===== src/design/alpha_blend_rgb_to_yuv420_top_defines.svh =====
// Assertion macros for the alpha blend and RGB to YCbCr 4:2:0 block.
// Used by the top level only; expects clk and rst_n in scope.
`ifndef ALPHA_BLEND_RGB_TO_YUV420_TOP_DEFINES_SVH
`define ALPHA_BLEND_RGB_TO_YUV420_TOP_DEFINES_SVH

// Same-cycle implication.
`define AB2Y_ASSERT_NOW(lbl, ante, cons, msg) \
    lbl: assert property (@(posedge clk) disable iff (!rst_n) (ante) |-> (cons)) \
        else $error(msg);

// Next-cycle implication.
`define AB2Y_ASSERT_NEXT(lbl, ante, cons, msg) \
    lbl: assert property (@(posedge clk) disable iff (!rst_n) (ante) |=> (cons)) \
        else $error(msg);

`endif


===== src/design/ab2y_pkg.sv =====
// Shared types, coefficients and helper functions for the alpha blend
// and BT.601 color conversion pipeline. No dependencies.
`default_nettype none

package ab2y_pkg;

    // Input item, row in the top bits so it maps straight onto s_tdata.
    typedef struct packed {
        logic [11:0] row;
        logic [11:0] column;
        logic [7:0]  blue;
        logic [7:0]  green;
        logic [7:0]  red;
        logic [7:0]  alpha;
    } pix_t;

    typedef struct packed {
        logic [11:0] row;
        logic [11:0] column;
    } pos_t;

    localparam int unsigned PIX_W   = $bits(pix_t);
    localparam int unsigned PROD_W  = 24;
    localparam int unsigned SUM_W   = 27;
    localparam int unsigned Q_SHIFT = 16;

    // Q16 coefficients (magnitudes; signs applied in the adder stage)
    localparam logic [15:0] KY_R = 16'd16843;
    localparam logic [15:0] KY_G = 16'd33030;
    localparam logic [15:0] KY_B = 16'd6423;
    localparam logic [15:0] KU_R = 16'd9699;
    localparam logic [15:0] KU_G = 16'd19071;
    localparam logic [15:0] KU_B = 16'd28770;
    localparam logic [15:0] KV_R = 16'd28770;
    localparam logic [15:0] KV_G = 16'd24117;
    localparam logic [15:0] KV_B = 16'd4653;

    localparam logic signed [SUM_W-1:0] OFF_Y = SUM_W'(16 << Q_SHIFT);
    localparam logic signed [SUM_W-1:0] OFF_C = SUM_W'(128 << Q_SHIFT);

    // x / 255 for x <= 255*255, as ((x + 1) * 257) >> 16.
    function automatic logic [7:0] div255(input logic [15:0] x);
        logic [16:0] y;
        logic [24:0] p;
        y = {1'b0, x} + 17'd1;
        p = {y, 8'b0} + {8'b0, y};
        return p[23:16];
    endfunction

    // Signed Q16 sum to an 8-bit sample: negative -> 0, saturate at 255.
    function automatic logic [7:0] clamp_q16(input logic signed [SUM_W-1:0] s);
        logic [SUM_W-Q_SHIFT-2:0] v;
        logic [7:0]               res;
        v = s[SUM_W-2:Q_SHIFT];
        if (s[SUM_W-1])
            res = 8'd0;
        else if (v > (SUM_W-Q_SHIFT-1)'(255))
            res = 8'd255;
        else
            res = v[7:0];
        return res;
    endfunction

endpackage

`default_nettype wire


===== src/design/ab2y_skid.sv =====
// Input skid register: keeps s_tready registered and holds one item
// while the pipeline is stalled. Depends on ab2y_pkg.
`default_nettype none

module ab2y_skid
    import ab2y_pkg::*;
(
    input  wire logic clk,
    input  wire logic rst_n,
    input  wire logic in_valid,
    output logic      in_ready,
    input  wire pix_t in_pix,
    input  wire logic en,
    output logic      out_valid,
    output pix_t      out_pix
);

    logic full_reg;
    logic full_next;
    pix_t hold_reg;
    logic fire;

    assign in_ready  = !full_reg;
    assign fire      = in_valid && !full_reg;
    assign out_valid = full_reg || fire;
    assign out_pix   = full_reg ? hold_reg : in_pix;

    always_comb
    begin
        full_next = full_reg;
        if (en)
            full_next = 1'b0;
        else if (fire)
            full_next = 1'b1;
    end

    always_ff @(posedge clk or negedge rst_n)
    begin
        if (!rst_n)
            full_reg <= 1'b0;
        else
            full_reg <= full_next;
    end

    always_ff @(posedge clk)
    begin
        if (fire && !en)
            hold_reg <= in_pix;
    end

endmodule

`default_nettype wire


===== src/design/ab2y_blend.sv =====
// Two-stage alpha blend of RGB over the background color:
// stage 1 |c - bg| * alpha, stage 2 divide by 255 and add/subtract. Uses ab2y_pkg.
`default_nettype none

module ab2y_blend
    import ab2y_pkg::*;
(
    input  wire logic        clk,
    input  wire logic        rst_n,
    input  wire logic        en,
    input  wire logic        in_valid,
    input  wire pix_t        in_pix,
    input  wire logic [23:0] bg,
    output logic             out_valid,
    output logic [2:0][7:0]  out_rgb,   // [2] red, [1] green, [0] blue
    output pos_t             out_pos
);

    logic [2:0][7:0]  chan;
    logic [2:0][7:0]  bgc;
    logic [2:0][7:0]  mag;
    logic [2:0]       neg;

    logic             v1_reg;
    logic [2:0][15:0] x1_reg;
    logic [2:0]       neg1_reg;
    logic [2:0][7:0]  bg1_reg;
    pos_t             pos1_reg;

    logic             v2_reg;
    logic [2:0][7:0]  rgb2_reg;
    logic [2:0][7:0]  rgb2_next;
    pos_t             pos2_reg;

    assign chan = {in_pix.red, in_pix.green, in_pix.blue};
    assign bgc  = bg;

    always_comb
    begin
        for (int i = 0; i < 3; i++)
        begin
            neg[i] = chan[i] < bgc[i];
            mag[i] = neg[i] ? (bgc[i] - chan[i]) : (chan[i] - bgc[i]);
        end
    end

    // quotient truncates toward zero, so work on the magnitude
    always_comb
    begin
        for (int i = 0; i < 3; i++)
        begin
            if (neg1_reg[i])
                rgb2_next[i] = bg1_reg[i] - div255(x1_reg[i]);
            else
                rgb2_next[i] = bg1_reg[i] + div255(x1_reg[i]);
        end
    end

    always_ff @(posedge clk or negedge rst_n)
    begin
        if (!rst_n)
        begin
            v1_reg <= 1'b0;
            v2_reg <= 1'b0;
        end
        else if (en)
        begin
            v1_reg <= in_valid;
            v2_reg <= v1_reg;
        end
    end

    always_ff @(posedge clk)
    begin
        if (en)
        begin
            for (int i = 0; i < 3; i++)
                x1_reg[i] <= mag[i] * in_pix.alpha;
            neg1_reg <= neg;
            bg1_reg  <= bgc;
            pos1_reg <= '{row: in_pix.row, column: in_pix.column};
            rgb2_reg <= rgb2_next;
            pos2_reg <= pos1_reg;
        end
    end

    assign out_valid = v2_reg;
    assign out_rgb   = rgb2_reg;
    assign out_pos   = pos2_reg;

endmodule

`default_nettype wire


===== src/design/ab2y_csc.sv =====
// Three-stage BT.601 color conversion: products, signed sums, clamp and
// 4:2:0 chroma selection into the output register. Uses ab2y_pkg.
`default_nettype none

module ab2y_csc
    import ab2y_pkg::*;
(
    input  wire logic            clk,
    input  wire logic            rst_n,
    input  wire logic            en,
    input  wire logic            in_valid,
    input  wire logic [2:0][7:0] in_rgb,
    input  wire pos_t            in_pos,
    output logic                 out_valid,
    output logic [7:0]           out_luma,
    output logic [7:0]           out_cb,
    output logic [7:0]           out_cr,
    output logic                 out_cvalid,
    output logic [10:0]          out_ccol,
    output logic [10:0]          out_crow
);

    // product order: y_r y_g y_b u_r u_g u_b v_r v_g v_b
    logic                     v3_reg;
    logic [8:0][PROD_W-1:0]   p3_reg;
    pos_t                     pos3_reg;

    logic                     v4_reg;
    logic signed [SUM_W-1:0]  y4_reg;
    logic signed [SUM_W-1:0]  u4_reg;
    logic signed [SUM_W-1:0]  w4_reg;
    logic signed [SUM_W-1:0]  y4_next;
    logic signed [SUM_W-1:0]  u4_next;
    logic signed [SUM_W-1:0]  w4_next;
    pos_t                     pos4_reg;

    logic                     v5_reg;
    logic [7:0]               luma5_reg;
    logic [7:0]               cb5_reg;
    logic [7:0]               cr5_reg;
    logic                     cv5_reg;
    logic                     cv4;
    logic [10:0]              ccol5_reg;
    logic [10:0]              crow5_reg;

    function automatic logic signed [SUM_W-1:0] ext(input logic [PROD_W-1:0] p);
        return $signed({{(SUM_W-PROD_W){1'b0}}, p});
    endfunction

    always_comb
    begin
        y4_next = ext(p3_reg[0]) + ext(p3_reg[1]) + ext(p3_reg[2]) + OFF_Y;
        u4_next = OFF_C + ext(p3_reg[5]) - ext(p3_reg[3]) - ext(p3_reg[4]);
        w4_next = OFF_C + ext(p3_reg[6]) - ext(p3_reg[7]) - ext(p3_reg[8]);
    end

    assign cv4 = !pos4_reg.column[0] && !pos4_reg.row[0];

    always_ff @(posedge clk or negedge rst_n)
    begin
        if (!rst_n)
        begin
            v3_reg <= 1'b0;
            v4_reg <= 1'b0;
            v5_reg <= 1'b0;
        end
        else if (en)
        begin
            v3_reg <= in_valid;
            v4_reg <= v3_reg;
            v5_reg <= v4_reg;
        end
    end

    always_ff @(posedge clk)
    begin
        if (en)
        begin
            p3_reg[0] <= KY_R * in_rgb[2];
            p3_reg[1] <= KY_G * in_rgb[1];
            p3_reg[2] <= KY_B * in_rgb[0];
            p3_reg[3] <= KU_R * in_rgb[2];
            p3_reg[4] <= KU_G * in_rgb[1];
            p3_reg[5] <= KU_B * in_rgb[0];
            p3_reg[6] <= KV_R * in_rgb[2];
            p3_reg[7] <= KV_G * in_rgb[1];
            p3_reg[8] <= KV_B * in_rgb[0];
            pos3_reg  <= in_pos;

            y4_reg   <= y4_next;
            u4_reg   <= u4_next;
            w4_reg   <= w4_next;
            pos4_reg <= pos3_reg;

            luma5_reg <= clamp_q16(y4_reg);
            cb5_reg   <= cv4 ? clamp_q16(u4_reg) : 8'd0;
            cr5_reg   <= cv4 ? clamp_q16(w4_reg) : 8'd0;
            cv5_reg   <= cv4;
            ccol5_reg <= pos4_reg.column[11:1];
            crow5_reg <= pos4_reg.row[11:1];
        end
    end

    assign out_valid  = v5_reg;
    assign out_luma   = luma5_reg;
    assign out_cb     = cb5_reg;
    assign out_cr     = cr5_reg;
    assign out_cvalid = cv5_reg;
    assign out_ccol   = ccol5_reg;
    assign out_crow   = crow5_reg;

endmodule

`default_nettype wire


===== src/design/alpha_blend_rgb_to_yuv420_top.sv =====
// Alpha blend over a background color and BT.601 RGB to YCbCr 4:2:0 conversion.
// Instantiates ab2y_skid, ab2y_blend and ab2y_csc; uses ab2y_pkg and the defines header.
//
// One pixel per clock, sustained while the output is not stalled. An accepted
// item comes out of the fifth register stage; the depth is set by the two
// blend stages (multiply, divide by 255) and the three conversion stages
// (products, sums, clamp). The whole pipeline advances together whenever the
// output register is empty or being taken; a one-item skid register at the
// input keeps s_tready registered.
// background_color is written through cfg_valid/cfg_data (always ready) and
// must only change while no pixel is in flight. Cb/Cr are zero and
// chroma_valid is low unless both column and row are even.
`default_nettype none

`include "alpha_blend_rgb_to_yuv420_top_defines.svh"

module alpha_blend_rgb_to_yuv420_top
    import ab2y_pkg::*;
(
    input  wire logic        clk,
    input  wire logic        rst_n,

    input  wire logic        cfg_valid,
    output logic             cfg_ready,
    input  wire logic [23:0] cfg_data,     // background: blue 7:0, green 15:8, red 23:16

    input  wire logic        s_tvalid,
    output logic             s_tready,
    input  wire logic [55:0] s_tdata,      // alpha, red, green, blue, column[11:0], row[11:0]

    output logic             m_tvalid,
    input  wire logic        m_tready,
    output logic [47:0]      m_tdata,      // luma, chroma_blue, chroma_red,
                                           // chroma_column[10:0], chroma_row[10:0], 2 pad
    output logic [0:0]       m_tuser       // chroma_valid
);

    logic [23:0]     bg_reg;
    logic            en;
    logic            sk_valid;
    pix_t            sk_pix;
    logic            bl_valid;
    logic [2:0][7:0] bl_rgb;
    pos_t            bl_pos;
    logic [7:0]      luma;
    logic [7:0]      cb;
    logic [7:0]      cr;
    logic            cvalid;
    logic [10:0]     ccol;
    logic [10:0]     crow;

    assign cfg_ready = 1'b1;

    always_ff @(posedge clk or negedge rst_n)
    begin
        if (!rst_n)
            bg_reg <= 24'd0;
        else if (cfg_valid)
            bg_reg <= cfg_data;
    end

    assign en = !m_tvalid || m_tready;

    ab2y_skid u_skid (
        .clk       (clk),
        .rst_n     (rst_n),
        .in_valid  (s_tvalid),
        .in_ready  (s_tready),
        .in_pix    (pix_t'(s_tdata[PIX_W-1:0])),
        .en        (en),
        .out_valid (sk_valid),
        .out_pix   (sk_pix)
    );

    ab2y_blend u_blend (
        .clk       (clk),
        .rst_n     (rst_n),
        .en        (en),
        .in_valid  (sk_valid),
        .in_pix    (sk_pix),
        .bg        (bg_reg),
        .out_valid (bl_valid),
        .out_rgb   (bl_rgb),
        .out_pos   (bl_pos)
    );

    ab2y_csc u_csc (
        .clk        (clk),
        .rst_n      (rst_n),
        .en         (en),
        .in_valid   (bl_valid),
        .in_rgb     (bl_rgb),
        .in_pos     (bl_pos),
        .out_valid  (m_tvalid),
        .out_luma   (luma),
        .out_cb     (cb),
        .out_cr     (cr),
        .out_cvalid (cvalid),
        .out_ccol   (ccol),
        .out_crow   (crow)
    );

    assign m_tdata = {2'b00, crow, ccol, cr, cb, luma};
    assign m_tuser = cvalid;

    `AB2Y_ASSERT_NOW(a_chroma_zero, m_tvalid && !m_tuser[0], m_tdata[23:8] == 16'd0, "chroma not zeroed on odd position")
    `AB2Y_ASSERT_NEXT(a_skid_capture, s_tvalid && s_tready && !en, !s_tready, "stalled item not held in skid register")
    `AB2Y_ASSERT_NEXT(a_skid_hold, !s_tready && !en, !s_tready, "skid register dropped item during stall")

endmodule

`default_nettype wire


===== config.mk =====
export PLATFORM = sky130hd
export DESIGN_NAME = alpha_blend_rgb_to_yuv420_top
export DESIGN_NICKNAME = d
export VERILOG_FILES = /design/src/design/ab2y_pkg.sv /design/src/design/ab2y_skid.sv /design/src/design/ab2y_blend.sv /design/src/design/ab2y_csc.sv /design/src/design/alpha_blend_rgb_to_yuv420_top.sv
export VERILOG_INCLUDE_DIRS = /design/src /design/src/design
export SDC_FILE = /design/constraint.sdc
export NUM_CORES = 2
export LEC_CHECK = 0
export ABC_AREA = 1
export BUFFER_PORTS_ARGS = -buffer_cell sky130_fd_sc_hd__clkbuf_2
export CORE_UTILIZATION = 70
export CTS_CLUSTER_SIZE = 8
export DETAILED_ROUTE_END_ITERATION = 6
export HOLD_SLACK_MARGIN = 0.1
export PLACE_DENSITY = 0.93
export SYNTH_ARGS = -nofsm -noshare
export SYNTH_HDL_FRONTEND = slang
export SYNTH_SLANG_ARGS = --single-unit

===== constraint.sdc =====
create_clock -name clk -period 75.4 [get_ports clk]
set_clock_uncertainty 0.15 [all_clocks]
set_input_delay 3.77 -clock clk [delete_from_list [all_inputs] [get_ports clk]]
set_output_delay 3.77 -clock clk [all_outputs]
set_load 0.02 [all_outputs]

==> impl_metrics.py <==
metrics = {
    "sta": {
        "setup_viol": 0,
        "slew_headroom": 0.176,
        "hold_violations": 0,
        "fin_crit_ns": 10.14,
        "timing.final.crit_share": 0.135,
        "setup_slack_ns": 65.26,
        "rsz0062_at_grt": "false",
        "max_freq_mhz": 98.6,
        "holdWs_ns": 0.263,
        "tightestPinTransition_ns": 1.23,
        "slew_viol_final": 0,
        "fin_setup_tns_ns": 0,
    },
    "synthesis": {
        "synthesis.instances": 5062,
        "ys_types": 56,
        "syn_area_per_cell_sq_um": 9.48,
        "synth_seq_area_share": 0.341,
        "yosys_warnings": 0,
        "netlist_area_sq_mm": 0.0480,
        "synth_seq_cells": 550,
    },
    "critical_path": {
        "critPathRequiredTime_ns": 75.65,
        "crit_start": "s_tdata[17]",
        "cp_max_fo": 9,
        "arrival_ns": 10.40,
        "cpPeakStageDelay_ns": 0.56,
        "critPathSlowestCell": "fa_1",
        "ff2ff_path_depth": 36,
        "cp-end-kind": "flip-flop",
        "path_class": "in2reg",
        "r2r-end": "u_blend.x1_reg[30]",
        "r2r_start": "u_skid.full_reg",
        "critPathLaunchType": "primary input",
        "ff2ff_setup_slack_ns": 67.57,
    },
    "place": {
        "place_ws_ns": 64.80,
        "io_buffers": 133,
        "dpl.hpwl_um": 92700,
        "gp_congestion": 0.994,
    },
    "cts": {
        "clock_tree.root_cell": "clkbuf_16",
        "cts_resized": 0,
        "cts.sink_count": 550,
        "cts_htree_levels": 3,
        "numCtsBuffers": 80,
        "clkTransAtPathRegs_ns": 0.05,
        "cts_tree": "built",
        "ctsHoldBuffers": 0,
        "postCtsSetupBuffers": 0,
        "cts_buffer_depth": 3,
        "insertion_delay_ns": 0.67,
    },
    "global_route": {
        "antenna_found_initial": 5,
        "gr-total-overflow": 0,
        "grt_max_degree": 89,
        "grt_use_total": 0.359,
        "grt_first_pass_wirelength_um": 196000,
        "grt_pass1_vias": 38900,
    },
    "min_path": {
        "whs_endpoint": "u_blend.out_pos[12]",
        "hold_depth": 0,
        "worstHoldPathType": "reg2reg",
        "worstHoldStart": "u_blend.pos1_reg[12]",
    },
    "floorplan": {
        "die_area_sq_mm": 0.0696,
        "die_x_um": 264,
        "core_sq_mm": 0.0675,
        "die_h_um": 264,
        "rows": 95,
        "start_util": 0.711,
        "pin_count": 137,
    },
    "drt": {
        "via_per_inst": 6.05,
        "num_vias": 37300,
        "drtPass1Iterations": 7,
        "dr.first_iter.drc_count": 3532,
        "wl_um": 123000,
        "drc": 3,
        "ant_nets": 0,
        "wire_per_inst_um": 20.0,
    },
    "final_layout": {
        "final_common_cell": "inv_1",
        "largest_reg_flops": 190,
        "finalNetCount": 6359,
        "final_cell_mix": "inv_1, nand2_1, ha_1",
        "syn_to_final_growth_pct": 8.41,
        "drive_above_1_share": 0.0637,
    },
    "outcome": {
        "run_status": "complete, but fails checks",
        "failed_checks": "design-rule violations",
    },
    "flow_run": {
        "cap_viol_max_count": 0,
    },
}
## worst max-delay path by stage
stage / endpoint / slack [ns] / cells after the start
after floorplan: u_skid.hold_reg[0] / 46.36 / 4
after global placement: u_blend.x1_reg[15] / 65.22 / 31
after detailed placement: u_blend.x1_reg[30] / 64.80 / 34
after CTS: u_blend.x1_reg[30] / 65.35 / 34
after global routing: u_blend.x1_reg[30] / 64.88 / 34
final: u_blend.x1_reg[30] / 65.26 / 33
## metal layers
metal / GRT usage / part of all wire / wire length (um) / vias up
li1: - / - / - / 17100
met1: 0.399 / 0.36 / 43800 / 17600
met2: 0.625 / 0.49 / 60200 / 1988
met3: 0.0666 / 0.077 / 9450 / 655
met4: 0.246 / 0.077 / 9530 / 6
met5: 0 / 0.00033 / 40 / -
## cells by family (layout without fill, tap and decap cells)
group | after synthesis | after routing | share of synthesized area
and+or+nand+nor | 1573 | 1573 | 0.137
adders and majority gates | 1026 | 1026 | 0.315
buffers and inverters | 955 | 1179 | 0.0755
AOI/OAI and AO/OA | 656 | 656 | 0.0764
DFF | 550 | 550 | 0.341
xor gates and xnor gates | 300 | 300 | 0.0548
other | 2 | 5 | 0.000156
## worst max-delay path: cells and delay by family
| kind | cells | cell delay [ns] |
|---|---|---|
| compound gates | 8 | 1.72 |
| simple gates | 10 | 1.10 |
| fa+ha+maj | 6 | 2.94 |
| xor+xnor | 1 | 0.11 |
| buf+inv | 8 | 0.73 |
## synth_stat cells, drive strengths merged
cell / count / area share
nor3: 42 / 0.0044
a21boi: 14 / 0.0022
o21a: 9 / 0.0014
dfrtp: 30 / 0.016
o21ba: 1 / 0.00021
buf: 12 / 0.0017
o21ai: 216 / 0.023
a22oi: 1 / 0.00016
clkinv: 2 / 0.00016
a211oi: 11 / 0.0017
a211o: 1 / 0.00018
nor2: 411 / 0.033
o211ai: 7 / 0.0011
o221ai: 3 / 0.00055
clkbuf: 34 / 0.0027
a21oi: 327 / 0.035
nor4: 9 / 0.0012
nand2: 848 / 0.068
a221o: 1 / 0.00021
nor3b: 1 / 0.00016
fa: 303 / 0.13
o2111ai: 3 / 0.00055
o21bai: 10 / 0.0016
o41ai: 1 / 0.00018
a221oi: 6 / 0.0011
nand3b: 8 / 0.0013
a21o: 19 / 0.0030
and2: 2 / 0.00026
or2: 33 / 0.0043
a31oi: 14 / 0.0018
xnor2: 73 / 0.013
a2111oi: 1 / 0.00018
a31o: 1 / 0.00018
conb: 2 / 0.00016
ha: 723 / 0.19
nand4: 45 / 0.0059
o221a: 1 / 0.00023
nand3: 174 / 0.019
xor2: 227 / 0.041
inv: 907 / 0.071
o31ai: 9 / 0.0014
edfxtp: 520 / 0.33
## metrics by stage
step / utilization / cells / area (sq um)
finish: 0.771 / 6162 / 52000
global route: 0.771 / 6161 / 52000
CTS: 0.771 / 6161 / 52000
detailed placement: 0.736 / 6039 / 49700
global placement: 0.736 / 6039 / 49700
floorplan: - / 5064 / 48000
## layout make-up
type                            count  area [sq um]
Antenna cell                        1          2.50
Timing Repair Buffer              148           778
Clock inverter                     11           234
Tap cell                          873          1090
Clock buffer                      111          2120
Inverter                          909          3410
Sequential cell                   550         16400
Fill cell                        4109         15500
Multi-Input combinational cell   3559         28000
Power is left out: the tool's default activity adds up to more than one toggle a clock period on the data nets, which glitch-free logic cannot reach.
